### config.mk
export PLATFORM = sky130hd
export DESIGN_NAME = radio_command_line_assembler
export DESIGN_NICKNAME = d
export VERILOG_FILES = /design/src/rtl/rcla_pkg.sv /design/src/rtl/rcla_ram.sv /design/src/rtl/rcla_fifo.sv /design/src/rtl/rcla_front.sv /design/src/rtl/rcla_back.sv /design/src/rtl/radio_command_line_assembler.sv
export SDC_FILE = /design/constraint.sdc
export NUM_CORES = 1
export LEC_CHECK = 0
export BUFFER_PORTS_ARGS = -buffer_cell sky130_fd_sc_hd__buf_2
export CAP_MARGIN = 30
export CORE_ASPECT_RATIO = 0.6
export CORE_UTILIZATION = 40
export CTS_CLUSTER_DIAMETER = 80
export DETAILED_ROUTE_END_ITERATION = 10
export PLACE_DENSITY_LB_ADDON = 0.12
export SYNTH_ARGS = -nofsm -noshare
export SYNTH_HDL_FRONTEND = slang
export SYNTH_SLANG_ARGS = --single-unit
### constraint.sdc
create_clock -name clk -period 11.25 [get_ports clk]
set_input_delay 3.375 -clock clk [delete_from_list [all_inputs] [get_ports clk]]
set_output_delay 3.375 -clock clk [all_outputs]
set_load 0.02 [all_outputs]
### src/rtl/rcla_pkg.sv
// Package for the radio command line assembler.
// Holds result kinds, queue command types and character classification.
// No dependencies.
`default_nettype none

package rcla_pkg;

  typedef enum logic [1:0] {
    KIND_COMMAND  = 2'd0,
    KIND_LINE     = 2'd1,
    KIND_OVERFLOW = 2'd2
  } kind_t;

  typedef enum logic {
    OP_EMIT  = 1'b0,
    OP_FLUSH = 1'b1
  } op_t;

  // Work handed from the front to the back; line length travels beside it.
  typedef struct packed {
    op_t        op;
    kind_t      kind;
    logic [7:0] ch;
  } cmd_t;

  localparam logic [7:0] CH_LOWER_A = 8'h61;
  localparam logic [7:0] CH_LOWER_S = 8'h73;
  localparam logic [7:0] CH_LOWER_H = 8'h68;
  localparam logic [7:0] CH_LOWER_V = 8'h76;
  localparam logic [7:0] CH_LOWER_P = 8'h70;
  localparam logic [7:0] CH_QUERY   = 8'h3F;
  localparam logic [7:0] CH_CR      = 8'h0D;
  localparam logic [7:0] CH_LF      = 8'h0A;
  localparam logic [7:0] CH_UPPER_A = 8'h41;
  localparam logic [7:0] CH_UPPER_Z = 8'h5A;
  localparam logic [7:0] CASE_BIT   = 8'h20;

  function automatic logic is_single_command(input logic [7:0] c);
    logic [7:0] f;
    f = c;
    if (c >= CH_UPPER_A && c <= CH_UPPER_Z) begin
      f = c | CASE_BIT;
    end
    return (f == CH_LOWER_A) || (f == CH_LOWER_S) || (f == CH_LOWER_H) ||
           (f == CH_LOWER_V) || (f == CH_LOWER_P) || (f == CH_QUERY);
  endfunction

  function automatic logic is_line_end(input logic [7:0] c);
    return (c == CH_CR) || (c == CH_LF);
  endfunction

endpackage

`default_nettype wire

### src/rtl/rcla_ram.sv
// Generic simple dual-port RAM: one write port, one registered read port.
// No dependencies.
`default_nettype none

module rcla_ram #(
  parameter int WIDTH = 8,
  parameter int DEPTH = 63,
  localparam int AW   = (DEPTH > 1) ? $clog2(DEPTH) : 1
) (
  input  wire logic             clk,
  input  wire logic             we,
  input  wire logic [AW-1:0]    waddr,
  input  wire logic [WIDTH-1:0] wdata,
  input  wire logic [AW-1:0]    raddr,
  output logic      [WIDTH-1:0] rdata
);

  logic [WIDTH-1:0] mem [DEPTH];

  always_ff @(posedge clk) begin
    if (we) begin
      mem[waddr] <= wdata;
    end
    rdata <= mem[raddr];
  end

endmodule

`default_nettype wire

### src/rtl/rcla_fifo.sv
// Small register queue between front and back.
// No dependencies.
`default_nettype none

module rcla_fifo #(
  parameter int W     = 8,
  parameter int DEPTH = 2,
  localparam int PW   = (DEPTH > 1) ? $clog2(DEPTH) : 1,
  localparam int CW   = $clog2(DEPTH + 1)
) (
  input  wire logic         clk,
  input  wire logic         rst,
  input  wire logic         push,
  input  wire logic [W-1:0] wdata,
  output logic              full,
  input  wire logic         pop,
  output logic      [W-1:0] rdata,
  output logic              empty
);

  logic [W-1:0]  slots [DEPTH];
  logic [PW-1:0] wptr;
  logic [PW-1:0] rptr;
  logic [CW-1:0] count;

  function automatic logic [PW-1:0] ptr_inc(input logic [PW-1:0] p);
    return (p == PW'(DEPTH - 1)) ? '0 : p + PW'(1);
  endfunction

  assign full  = (count == CW'(DEPTH));
  assign empty = (count == '0);
  assign rdata = slots[rptr];

  always_ff @(posedge clk) begin
    if (push && !full) begin
      slots[wptr] <= wdata;
    end
  end

  always_ff @(posedge clk) begin
    if (rst) begin
      wptr  <= '0;
      rptr  <= '0;
      count <= '0;
    end else begin
      if (push && !full) begin
        wptr <= ptr_inc(wptr);
      end
      if (pop && !empty) begin
        rptr <= ptr_inc(rptr);
      end
      unique case ({push && !full, pop && !empty})
        2'b10:   count <= count + CW'(1);
        2'b01:   count <= count - CW'(1);
        default: count <= count;
      endcase
    end
  end

endmodule

`default_nettype wire

### src/rtl/rcla_front.sv
// Front end: accepts characters, classifies them, fills the line store
// and queues work for the back end. Depends on rcla_pkg.
`default_nettype none

module rcla_front
  import rcla_pkg::*;
#(
  parameter int BUFFER_BYTES = 64,
  localparam int LINE_CAP    = BUFFER_BYTES - 1,
  localparam int CNT_W       = $clog2(BUFFER_BYTES),
  localparam int AW          = (LINE_CAP > 1) ? $clog2(LINE_CAP) : 1
) (
  input  wire logic             clk,
  input  wire logic             rst,
  input  wire logic             in_valid,
  output logic                  in_stall,
  input  wire logic [7:0]       char_in,
  output logic                  q_push,
  output cmd_t                  q_cmd,
  output logic      [CNT_W-1:0] q_len,
  input  wire logic             q_full,
  input  wire logic             line_done,
  output logic                  ram_we,
  output logic      [AW-1:0]    ram_waddr,
  output logic      [7:0]       ram_wdata
);

  logic [CNT_W-1:0] count;
  logic [CNT_W-1:0] count_next;
  logic             flush_pend;
  logic             take;

  // Hold input while the queue is full or the line store is being replayed.
  assign in_stall = q_full || flush_pend;
  assign take     = in_valid && !in_stall;

  assign ram_waddr = count[AW-1:0];
  assign ram_wdata = char_in;
  assign q_len     = count;

  always_comb begin
    q_push     = 1'b0;
    q_cmd      = '{op: OP_EMIT, kind: KIND_COMMAND, ch: char_in};
    ram_we     = 1'b0;
    count_next = count;
    if (take) begin
      priority if (is_single_command(char_in)) begin
        q_push     = 1'b1;
        count_next = '0;
      end else if (is_line_end(char_in)) begin
        q_push     = (count != '0);
        q_cmd      = '{op: OP_FLUSH, kind: KIND_LINE, ch: 8'h00};
        count_next = '0;
      end else if (count < CNT_W'(LINE_CAP)) begin
        ram_we     = 1'b1;
        count_next = count + CNT_W'(1);
      end else begin
        q_push     = 1'b1;
        q_cmd      = '{op: OP_EMIT, kind: KIND_OVERFLOW, ch: 8'h00};
        count_next = '0;
      end
    end
  end

  always_ff @(posedge clk) begin
    if (rst) begin
      count      <= '0;
      flush_pend <= 1'b0;
    end else begin
      count <= count_next;
      if (q_push && (q_cmd.op == OP_FLUSH)) begin
        flush_pend <= 1'b1;
      end else if (line_done) begin
        flush_pend <= 1'b0;
      end
    end
  end

endmodule

`default_nettype wire

### src/rtl/rcla_back.sv
// Back end: pops queued work, emits single results or replays a line
// from the line store into the output register. Depends on rcla_pkg.
`default_nettype none

module rcla_back
  import rcla_pkg::*;
#(
  parameter int BUFFER_BYTES = 64,
  localparam int LINE_CAP    = BUFFER_BYTES - 1,
  localparam int CNT_W       = $clog2(BUFFER_BYTES),
  localparam int AW          = (LINE_CAP > 1) ? $clog2(LINE_CAP) : 1
) (
  input  wire logic             clk,
  input  wire logic             rst,
  input  wire logic             q_empty,
  input  wire cmd_t             q_cmd,
  input  wire logic [CNT_W-1:0] q_len,
  output logic                  q_pop,
  output logic                  line_done,
  output logic      [AW-1:0]    ram_raddr,
  input  wire logic [7:0]       ram_rdata,
  output logic                  out_valid,
  input  wire logic             out_stall,
  output logic      [1:0]       result_kind,
  output logic      [7:0]       char_out,
  output logic                  last
);

  typedef enum logic [2:0] {
    ST_IDLE = 3'b001,
    ST_READ = 3'b010,
    ST_DATA = 3'b100
  } state_t;

  state_t           state;
  state_t           state_next;
  logic [CNT_W-1:0] idx;
  logic [CNT_W-1:0] idx_next;
  logic [CNT_W-1:0] len;
  logic             out_free;
  logic             load;
  logic [1:0]       load_kind;
  logic [7:0]       load_ch;
  logic             load_last;
  logic             is_last_char;

  assign out_free     = !out_valid || !out_stall;
  assign ram_raddr    = idx[AW-1:0];
  assign is_last_char = ((idx + CNT_W'(1)) == len);

  always_comb begin
    state_next = state;
    idx_next   = idx;
    q_pop      = 1'b0;
    line_done  = 1'b0;
    load       = 1'b0;
    load_kind  = q_cmd.kind;
    load_ch    = q_cmd.ch;
    load_last  = 1'b1;
    unique case (state)
      ST_IDLE: begin
        if (!q_empty && out_free) begin
          q_pop = 1'b1;
          if (q_cmd.op == OP_FLUSH) begin
            idx_next   = '0;
            state_next = ST_READ;
          end else begin
            load = 1'b1;
          end
        end
      end
      ST_READ: begin
        state_next = ST_DATA;
      end
      ST_DATA: begin
        if (out_free) begin
          load      = 1'b1;
          load_kind = KIND_LINE;
          load_ch   = ram_rdata;
          load_last = is_last_char;
          if (is_last_char) begin
            line_done  = 1'b1;
            state_next = ST_IDLE;
          end else begin
            idx_next   = idx + CNT_W'(1);
            state_next = ST_READ;
          end
        end
      end
      default: state_next = ST_IDLE;
    endcase
  end

  always_ff @(posedge clk) begin
    if (rst) begin
      state     <= ST_IDLE;
      out_valid <= 1'b0;
    end else begin
      state <= state_next;
      if (load) begin
        out_valid <= 1'b1;
      end else if (!out_stall) begin
        out_valid <= 1'b0;
      end
    end
  end

  always_ff @(posedge clk) begin
    idx <= idx_next;
    if (q_pop && (q_cmd.op == OP_FLUSH)) begin
      len <= q_len;
    end
    if (load) begin
      result_kind <= load_kind;
      char_out    <= load_ch;
      last        <= load_last;
    end
  end

  a_pop_idle: assert property (@(posedge clk) disable iff (rst)
    q_pop |-> (state == ST_IDLE))
    else $error("queue popped while replaying a line");

  a_len_nonzero: assert property (@(posedge clk) disable iff (rst)
    (state != ST_IDLE) |-> (len != '0) && (idx < len))
    else $error("replay index out of line range");

  a_done_last: assert property (@(posedge clk) disable iff (rst)
    line_done |=> out_valid && last && (result_kind == KIND_LINE))
    else $error("line end without marked last character");

  a_read_then_data: assert property (@(posedge clk) disable iff (rst)
    (state == ST_READ) |=> (state == ST_DATA))
    else $error("read cycle not followed by data cycle");

endmodule

`default_nettype wire

### src/rtl/radio_command_line_assembler.sv
// Radio command line assembler, top level.
// Uses rcla_pkg, rcla_front, rcla_fifo, rcla_back and rcla_ram.
//
// Input channel: one received byte char_in per transfer (in_valid/in_stall).
// Output channel: result_kind, char_out, last per transfer
// (out_valid/out_stall).
//
// The letters a s h v p ? (either case) produce one command result at once.
// CR or LF replays the held line, one line character per transfer, the last
// one marked; an empty line gives nothing. Other bytes are stored up to
// BUFFER_BYTES-1; one more gives a single overflow result and clears the line.
// Flow: the front classifies each byte and queues work in a two-entry queue.
// A single result goes from the queue into the registered output.
// Each character of a line is read from the line store RAM by a registered
// read (ST_READ), then loaded into the output register (ST_DATA); input
// stays stalled until the last character is loaded. Other bytes are only
// written to the line store. Output stall holds the output register and
// backs up into the queue, then into in_stall. Reset clears the line count,
// queue and output valid; the line store needs no clearing, only written
// entries are read.
`default_nettype none

module radio_command_line_assembler
  import rcla_pkg::*;
#(
  parameter int BUFFER_BYTES = 64
) (
  input  wire logic       clk,
  input  wire logic       rst,
  input  wire logic       in_valid,
  output logic            in_stall,
  input  wire logic [7:0] char_in,
  output logic            out_valid,
  input  wire logic       out_stall,
  output logic      [1:0] result_kind,
  output logic      [7:0] char_out,
  output logic            last
);

  localparam int LINE_CAP = BUFFER_BYTES - 1;
  localparam int CNT_W    = $clog2(BUFFER_BYTES);
  localparam int AW       = (LINE_CAP > 1) ? $clog2(LINE_CAP) : 1;
  localparam int QW       = $bits(cmd_t) + CNT_W;
  localparam int Q_DEPTH  = 2;

  // front -> queue
  logic             f_push;
  cmd_t             f_cmd;
  logic [CNT_W-1:0] f_len;
  logic             q_full;

  // queue -> back
  logic [QW-1:0]    q_rdata;
  logic             q_empty;
  logic             q_pop;
  cmd_t             b_cmd;
  logic [CNT_W-1:0] b_len;

  // line store ports
  logic             ram_we;
  logic [AW-1:0]    ram_waddr;
  logic [7:0]       ram_wdata;
  logic [AW-1:0]    ram_raddr;
  logic [7:0]       ram_rdata;

  // back tells front the line store is free again
  logic             line_done;

  assign b_cmd = q_rdata[QW-1:CNT_W];
  assign b_len = q_rdata[CNT_W-1:0];

  rcla_front #(
    .BUFFER_BYTES(BUFFER_BYTES)
  ) u_front (
    .clk       (clk),
    .rst       (rst),
    .in_valid  (in_valid),
    .in_stall  (in_stall),
    .char_in   (char_in),
    .q_push    (f_push),
    .q_cmd     (f_cmd),
    .q_len     (f_len),
    .q_full    (q_full),
    .line_done (line_done),
    .ram_we    (ram_we),
    .ram_waddr (ram_waddr),
    .ram_wdata (ram_wdata)
  );

  rcla_fifo #(
    .W    (QW),
    .DEPTH(Q_DEPTH)
  ) u_queue (
    .clk   (clk),
    .rst   (rst),
    .push  (f_push),
    .wdata ({f_cmd, f_len}),
    .full  (q_full),
    .pop   (q_pop),
    .rdata (q_rdata),
    .empty (q_empty)
  );

  // Line store: written by the front, replayed by the back.
  rcla_ram #(
    .WIDTH(8),
    .DEPTH(LINE_CAP)
  ) u_line_store (
    .clk   (clk),
    .we    (ram_we),
    .waddr (ram_waddr),
    .wdata (ram_wdata),
    .raddr (ram_raddr),
    .rdata (ram_rdata)
  );

  rcla_back #(
    .BUFFER_BYTES(BUFFER_BYTES)
  ) u_back (
    .clk         (clk),
    .rst         (rst),
    .q_empty     (q_empty),
    .q_cmd       (b_cmd),
    .q_len       (b_len),
    .q_pop       (q_pop),
    .line_done   (line_done),
    .ram_raddr   (ram_raddr),
    .ram_rdata   (ram_rdata),
    .out_valid   (out_valid),
    .out_stall   (out_stall),
    .result_kind (result_kind),
    .char_out    (char_out),
    .last        (last)
  );

endmodule

`default_nettype wire
After elaboration in Yosys (flattened, before gate mapping)
Memory sizes are Yosys's and may differ from the RTL's. A register that Yosys moved wholly into a read port is not among the register bits.
Cells that the tools add are included.
{ "classes": {"add_sub_neg": 6, "magnitude_cmp": 3, "eq_ne": 20, "n_mux": 53, "n_reduce_logical": 28} }
{ "ops": {"columns": ["op", "n"], "rows": [
  ["$mux W6", 8],
  ["$eq A8 B7 Y1 const B", 5],
  ["$mux W11", 3],
  ["$mux W1", 28],
  ["$mux W8", 3],
  ["$eq A8 B4 Y1 const B", 2],
  ["$add A6 B1 Y6 const B", 2],
  ["$pmux W6 S2", 1],
  ["$mux W10", 1],
  ["$mux W3", 3],
  ["$pmux W3 S3", 1],
  ["$eq A8 B6 Y1 const B", 1],
  ["$ge A8 B7 Y1 const B", 1],
  ["$le A8 B7 Y1 const B", 1],
  ["$logic_or A1 B1 Y1", 8],
  ["$logic_and A1 B1 Y1", 7],
  ["$eq A6 B6 Y1", 1],
  ["$lt A6 B6 Y1 const B", 1],
  ["$mux W2", 3],
  ["$ne A2 B1 Y1 const B", 3],
  ["$reduce_bool A2 Y1", 3],
  ["$reduce_bool A6 Y1", 1],
  ["$logic_not A1 Y1", 5],
  ["$reduce_and A5 Y1", 1],
  ["14 further kinds", 17]
]} }
{ "totals": {"register_bits": 38, "ram_bits": 538, "out_inout_bits": 13, "mem_count": 2} }
{ "memory_table": {"columns": ["name", "depth", "width", "rd", "rd_clocked_by_memory_dff", "wr", "line_no", "source"], "rows": [
  ["u_line_store.mem", 63, 8, 1, 1, 1, "rcla_ram.sv:18", "logic [WIDTH-1:0] mem [DEPTH];"],
  ["u_queue.slots", 2, 17, 1, 1, 1, "rcla_fifo.sv:21", "logic [W-1:0] slots [DEPTH];"]
]} }

Depth between registers and ports, before layout
{ "logic_depth": {"word_depth": 16, "mapped_depth": 10} }

By module
A second synthesis with hierarchy kept.
{ "unflattened": {"cells_unflattened": 1220, "hier_area_um2": 23263.6} }
{ "by_module_without_submodules": {"columns": ["module", "instances", "cells_each", "area_per_inst_um2", "seq_area_each_um2"], "rows": [
  ["rcla_ram", 1, 949, 19806.5, 15294.7],
  ["rcla_fifo", 1, 79, 1446.4, 1121.1],
  ["rcla_back", 1, 91, 1282.5, 770.7],
  ["rcla_front", 1, 101, 728.2, 140.1]
]} }

Worst setup path before layout
Ideal clock, no wire load.
{ "synth_timing": {"path_type": "input -> register", "from": "in char_in[0]", "to": "mem u_queue.slots[1][0] (netlist bit), enable pin", "arrival_ps": 5554, "required_ps": 10862, "slack_ps": 5308, "cell_stages": 7, "n_path_buf": 1, "cell_sequence": "buf_4 -> or3b_1 -> a2111oi_4 -> or2b_4 -> nand2_1 -> a21o_1 -> nor2_1"} }
{ "synth_between": {"elab_chain_cells": 15, "elab_cells_between_ends": 25, "cone_classes": "2 x order compare; 8 x eq/ne; 7 x mux; 8 x reduce/logical"} }
{ "synth_rtl": {"columns": ["element", "line_no", "source"], "rows": [
  ["start, declared", "radio_command_line_assembler.sv:32", "input wire logic [7:0] char_in,"],
  ["$ge A8 B7 Y1 or $le A8 B7 Y1 (tied branches)", "rcla_pkg.sv:41", "if (c >= CH_UPPER_A && c <= CH_UPPER_Z) begin"],
  ["$logic_and A1 B1 Y1", "rcla_pkg.sv:41", null],
  ["$mux W6", "rcla_pkg.sv:41", null],
  ["$mux W8", "rcla_front.sv:46", "if (take) begin"],
  ["$eq A8 B7 Y1", "rcla_pkg.sv:44", "return (f == CH_LOWER_A) || (f == CH_LOWER_S) || (f == CH_LOWER_H) ||"],
  ["$logic_or A1 B1 Y1 (3 in series)", "rcla_pkg.sv:44", null],
  ["$logic_or A1 B1 Y1 (2 in series)", "rcla_pkg.sv:45", "(f == CH_LOWER_V) || (f == CH_LOWER_P) || (f == CH_QUERY);"],
  ["$mux W1 *", "rcla_front.sv:47", "priority if (is_single_command(char_in)) begin"],
  ["$mux W1 *", "rcla_front.sv:46", null],
  ["$logic_and A1 B1 Y1 *", "rcla_fifo.sv:35", "if (push && !full) begin"],
  ["$mux W1 *", "rcla_fifo.sv:35", null],
  ["$mux W1 (not written as such) *", "rcla_fifo.sv:36", "slots[wptr] <= wdata;"],
  ["end, declared", "rcla_fifo.sv:21", null]
]} }
Every way passes the cells marked *; elsewhere a longest branch is shown, timed or not. The select of a mux whose other input is x is not followed.

Worst setup path after layout
{ "layout_timing": {"from": "in char_in[2]", "to": "mem u_line_store.mem[9][2], enable pin"} }
{ "layout_between": {"elab_chain_cells": 14, "elab_cells_between_ends": 24, "cone_classes": "2 x order compare; 8 x eq/ne; 7 x mux; 7 x reduce/logical"} }
{ "layout_rtl": {"columns": ["element", "line_no", "source"], "rows": [
  ["$ge A8 B7 Y1 or $le A8 B7 Y1 (tied branches)", "rcla_pkg.sv:41", null],
  ["$logic_and A1 B1 Y1", "rcla_pkg.sv:41", null],
  ["$mux W6", "rcla_pkg.sv:41", null],
  ["$mux W8", "rcla_front.sv:46", null],
  ["$eq A8 B7 Y1", "rcla_pkg.sv:44", null],
  ["$logic_or A1 B1 Y1 (3 in series)", "rcla_pkg.sv:44", null],
  ["$logic_or A1 B1 Y1 (2 in series)", "rcla_pkg.sv:45", null],
  ["$mux W1 *", "rcla_front.sv:47", null],
  ["$mux W1 *", "rcla_front.sv:46", null],
  ["$mux W1 *", "rcla_ram.sv:21", "if (we) begin"],
  ["$mux W1 (not written as such) *", "rcla_ram.sv:22", "mem[waddr] <= wdata;"],
  ["end, declared", "rcla_ram.sv:18", null]
]} }
Marked as above.

==> results.sh <==
export IMPL_post_route_drc_count=0
export IMPL_nets=1198
export IMPL_avgSynthCellArea_um2=20.2
export IMPL_cp_data_required_time_ns=11.46
export IMPL_coreArea_um2=56300
export IMPL_dp_hpwl_mm=33.9
export IMPL_clock_sinks=583
export IMPL_synth_nets=1153
export IMPL_synth_top_cell_by_area="edfxtp_1"
export IMPL_rsz0062_at_grt="no"
export IMPL_max_slew_margin_pct=34.2
export IMPL_synth_flop_cell="edfxtp_1"
export IMPL_slew_viol_final=0
export IMPL_die_area_um2=58500
export IMPL_drive_gt1_share_pct=23.9
export IMPL_clockBufferDepth=3
export IMPL_numPortBuffers=24
export IMPL_start_util_pct=40.8
export IMPL_min_period_over_period_pct=58.9
export IMPL_ys_top_cells_by_count="edfxtp_1 (559), mux4_2 (144), nor2_1 (66)"
export IMPL_worstSetupPathType="input port to flip-flop"
export IMPL_htree_levels=2
export IMPL_design_area_um2=25600
export IMPL_synth_seq_cells=583
export IMPL_synth_area_um2=23000
export IMPL_drt_iter0_markers=1105
export IMPL_cts_tree="yes"
export IMPL_fmax_ghz=0.151
export IMPL_outcome="complete, no violations"
export IMPL_post_cts_buffers=0
export IMPL_areaGrowthSynthToFinish_pct=11.3
export IMPL_ir_drop_mv=0.119
export IMPL_synth_top_area_share_pct=73.0
export IMPL_grt_pass1_wl_mm=81.2
export IMPL_grt_max_degree=140
export IMPL_yosysWarnings=0
export IMPL_tightest_slew_ns=0.980
export IMPL_period_needed_ns=6.63
export IMPL_gr_total_overflow=0
export IMPL_worstPathArrival_ns=6.83
export IMPL_p_leak_uw=0.00792
export IMPL_async_reset_ff_share_pct=0
export IMPL_dpl_cell_area_um2=24000
export IMPL_netlist_instances=1137
export IMPL_dr_pass1_iters=6
export IMPL_cts_buffers=52
export IMPL_hold_class="flip-flop to flip-flop"
export IMPL_synthTopCellsByArea="edfxtp_1 (73%), mux4_2 (14%), dfxtp_1 (2.1%)"
export IMPL_maxCapViolCount=0
export IMPL_wl_per_cell_um=27.8
export IMPL_finalPower_uw=4660
export IMPL_drtAntennaViolNets=0
export IMPL_grt_antenna_before_repair=0
export IMPL_fp_dieH_um=188
export IMPL_fin_tns_setup_ns=0
export IMPL_diodes=0
export IMPL_rows=67
export IMPL_io_pins=25
export IMPL_synth_edf_count=559
export IMPL_synth_most_common_cell="edfxtp_1"
export IMPL_cts_root_buf="clkbuf_16"
export IMPL_critPathLaunchType="input port"
export IMPL_ctsHoldBuffers=0
export IMPL_vias_per_cell=5.59
export IMPL_grt_pass1_vias=11100
export IMPL_finalSetupViolations=0
export IMPL_die_w_um=312
export IMPL_hold_viol=0
export IMPL_clk_latency_ns=0.60
export IMPL_clk_pin_slew_ns=0.06
export IMPL_clock_skew_ns=0.0237
export IMPL_fillers=4805
export IMPL_cp_end_kind="flip-flop"
export IMPL_seq_area_frac_synth_pct=75.1
export IMPL_cellPowerDensity_nw_per_um2=182
export IMPL_wirelength_mm=55.2
export IMPL_cts_resized=0
export IMPL_routabilityCongestion=0.855
export IMPL_yosys_cell_types_count=61
export IMPL_grt_usage_pct=19.3
export IMPL_worstPathMaxFanout=71
export IMPL_num_vias=11100
==> layout make-up <==
cell class                      instances  area [µm²]  share of cell area [%]
Sequential cell                       583       17300                    67.4
Multi-Input combinational cell        479        5370                    21.0
Clock buffer                           71        1390                    5.44
Tap cell                              759         950                    3.71
Timing Repair Buffer                   56         393                    1.53
Clock inverter                         25         189                   0.738
Inverter                               10        37.5                   0.147
==> worst max-delay path, cell delays in order <==
cell       delay [ns]
buf_2            0.07
buf_4            0.61
or3b_1           0.26
a2111oi_4        0.11
or2b_4           0.31
a211oi_4         0.55
nand3b_2         0.53
nor3_1           0.95
==> state kept, by name, indices dropped and copies added (netlist names), 2 cells and up, named ones only <==
| signal | cells |
|---|---|
| u_line_store.mem | 504 |
| u_queue.slots | 32 |
| u_back.char_out | 8 |
| u_line_store.rdata | 8 |
| u_back.len | 6 |
| u_back.ram_raddr | 6 |
| u_front.q_len | 6 |
| u_back.state | 3 |
| u_back.result_kind | 2 |
| u_queue.count | 2 |
==> worst paths after layout <==
check	slack [ns]	from	endpoint	cells after the start
setup / recovery	4.62	char_in[2]	u_line_store.mem[9][2]	8
hold / removal	0.51	u_front.flush_pend	u_front.flush_pend	2
setup reg to reg	7.30	u_back.ram_raddr[0]	u_line_store.rdata[3]	6
hold reg to reg	0.51	u_front.flush_pend	u_front.flush_pend	2
==> layer usage <==
layer | wire length, µm | vias to the layer above | part of all wire, % | global-route usage, %
li1 | - | 4743 | - | -
met1 | 27300 | 5855 | 49 | 31.5
met2 | 22100 | 418 | 40 | 25.3
met3 | 4860 | 71 | 8.8 | 5.45
met4 | 892 | 0 | 1.6 | 3.92
met5 | 0 | - | 0 | 0
==> power by group <==
part	internal, µW	total [µW]	switching, µW
logic	194	490	296
clock network	934	1710	777
registers	2430	2460	25.4
total	3560	4660	1100
==> cell usage in the layout (no fill, tap or decap), types with 4 or more instances in the layout <==
cell type / instances
nor2b_1: 14
nand2_1: 39
clkinv_1: 16
o21ai_0: 23
nand2b_1: 7
clkbuf_16: 53
xor2_1: 4
a221o_1: 6
buf_2: 29
mux2_2: 11
nor2_2: 8
nor2_1: 66
dfxtp_1: 24
and3_1: 6
mux4_2: 144
a22o_1: 7
nor3_1: 23
clkbuf_4: 5
edfxtp_1: 559
a31oi_1: 4
inv_1: 9
clkinv_2: 5
buf_4: 19
ha_1: 4
nand3_1: 12
clkbuf_1: 18
or3_1: 5
mux2i_1: 26
xnor2_1: 10
a21oi_1: 16
==> metrics by stage <==
step | hold WS [ns] | std cells | util, % | setup slack [ns]
6_report | 0.514 | 1983 | 45.4 | 4.62
3_3_place_gp | 0.492 | 1876 | 42.5 | 4.01
2_1_floorplan | 0.420 | 1137 | - | 5.31
3_5_place_dp | 0.499 | 1877 | 42.5 | 3.88
5_1_grt | 0.541 | 1983 | 45.4 | 4.34
4_1_cts | 0.518 | 1973 | 45.3 | 4.53
==> cell families (layout without fill, tap and decap cells) <==
family | after synthesis | count (layout) | share of synthesized area [%]
adder cells (fa/ha/maj) | 4 | 4 | 0.218
flip-flops | 583 | 583 | 75.1
buffers and inverters | 75 | 162 | 1.57
AO/OA/AOI/OAI | 75 | 75 | 2.28
XOR/XNOR | 15 | 15 | 0.636
AND/OR/NAND/NOR | 203 | 203 | 4.39
multiplexers | 182 | 182 | 15.8
(Power assumes the default switching activity.)
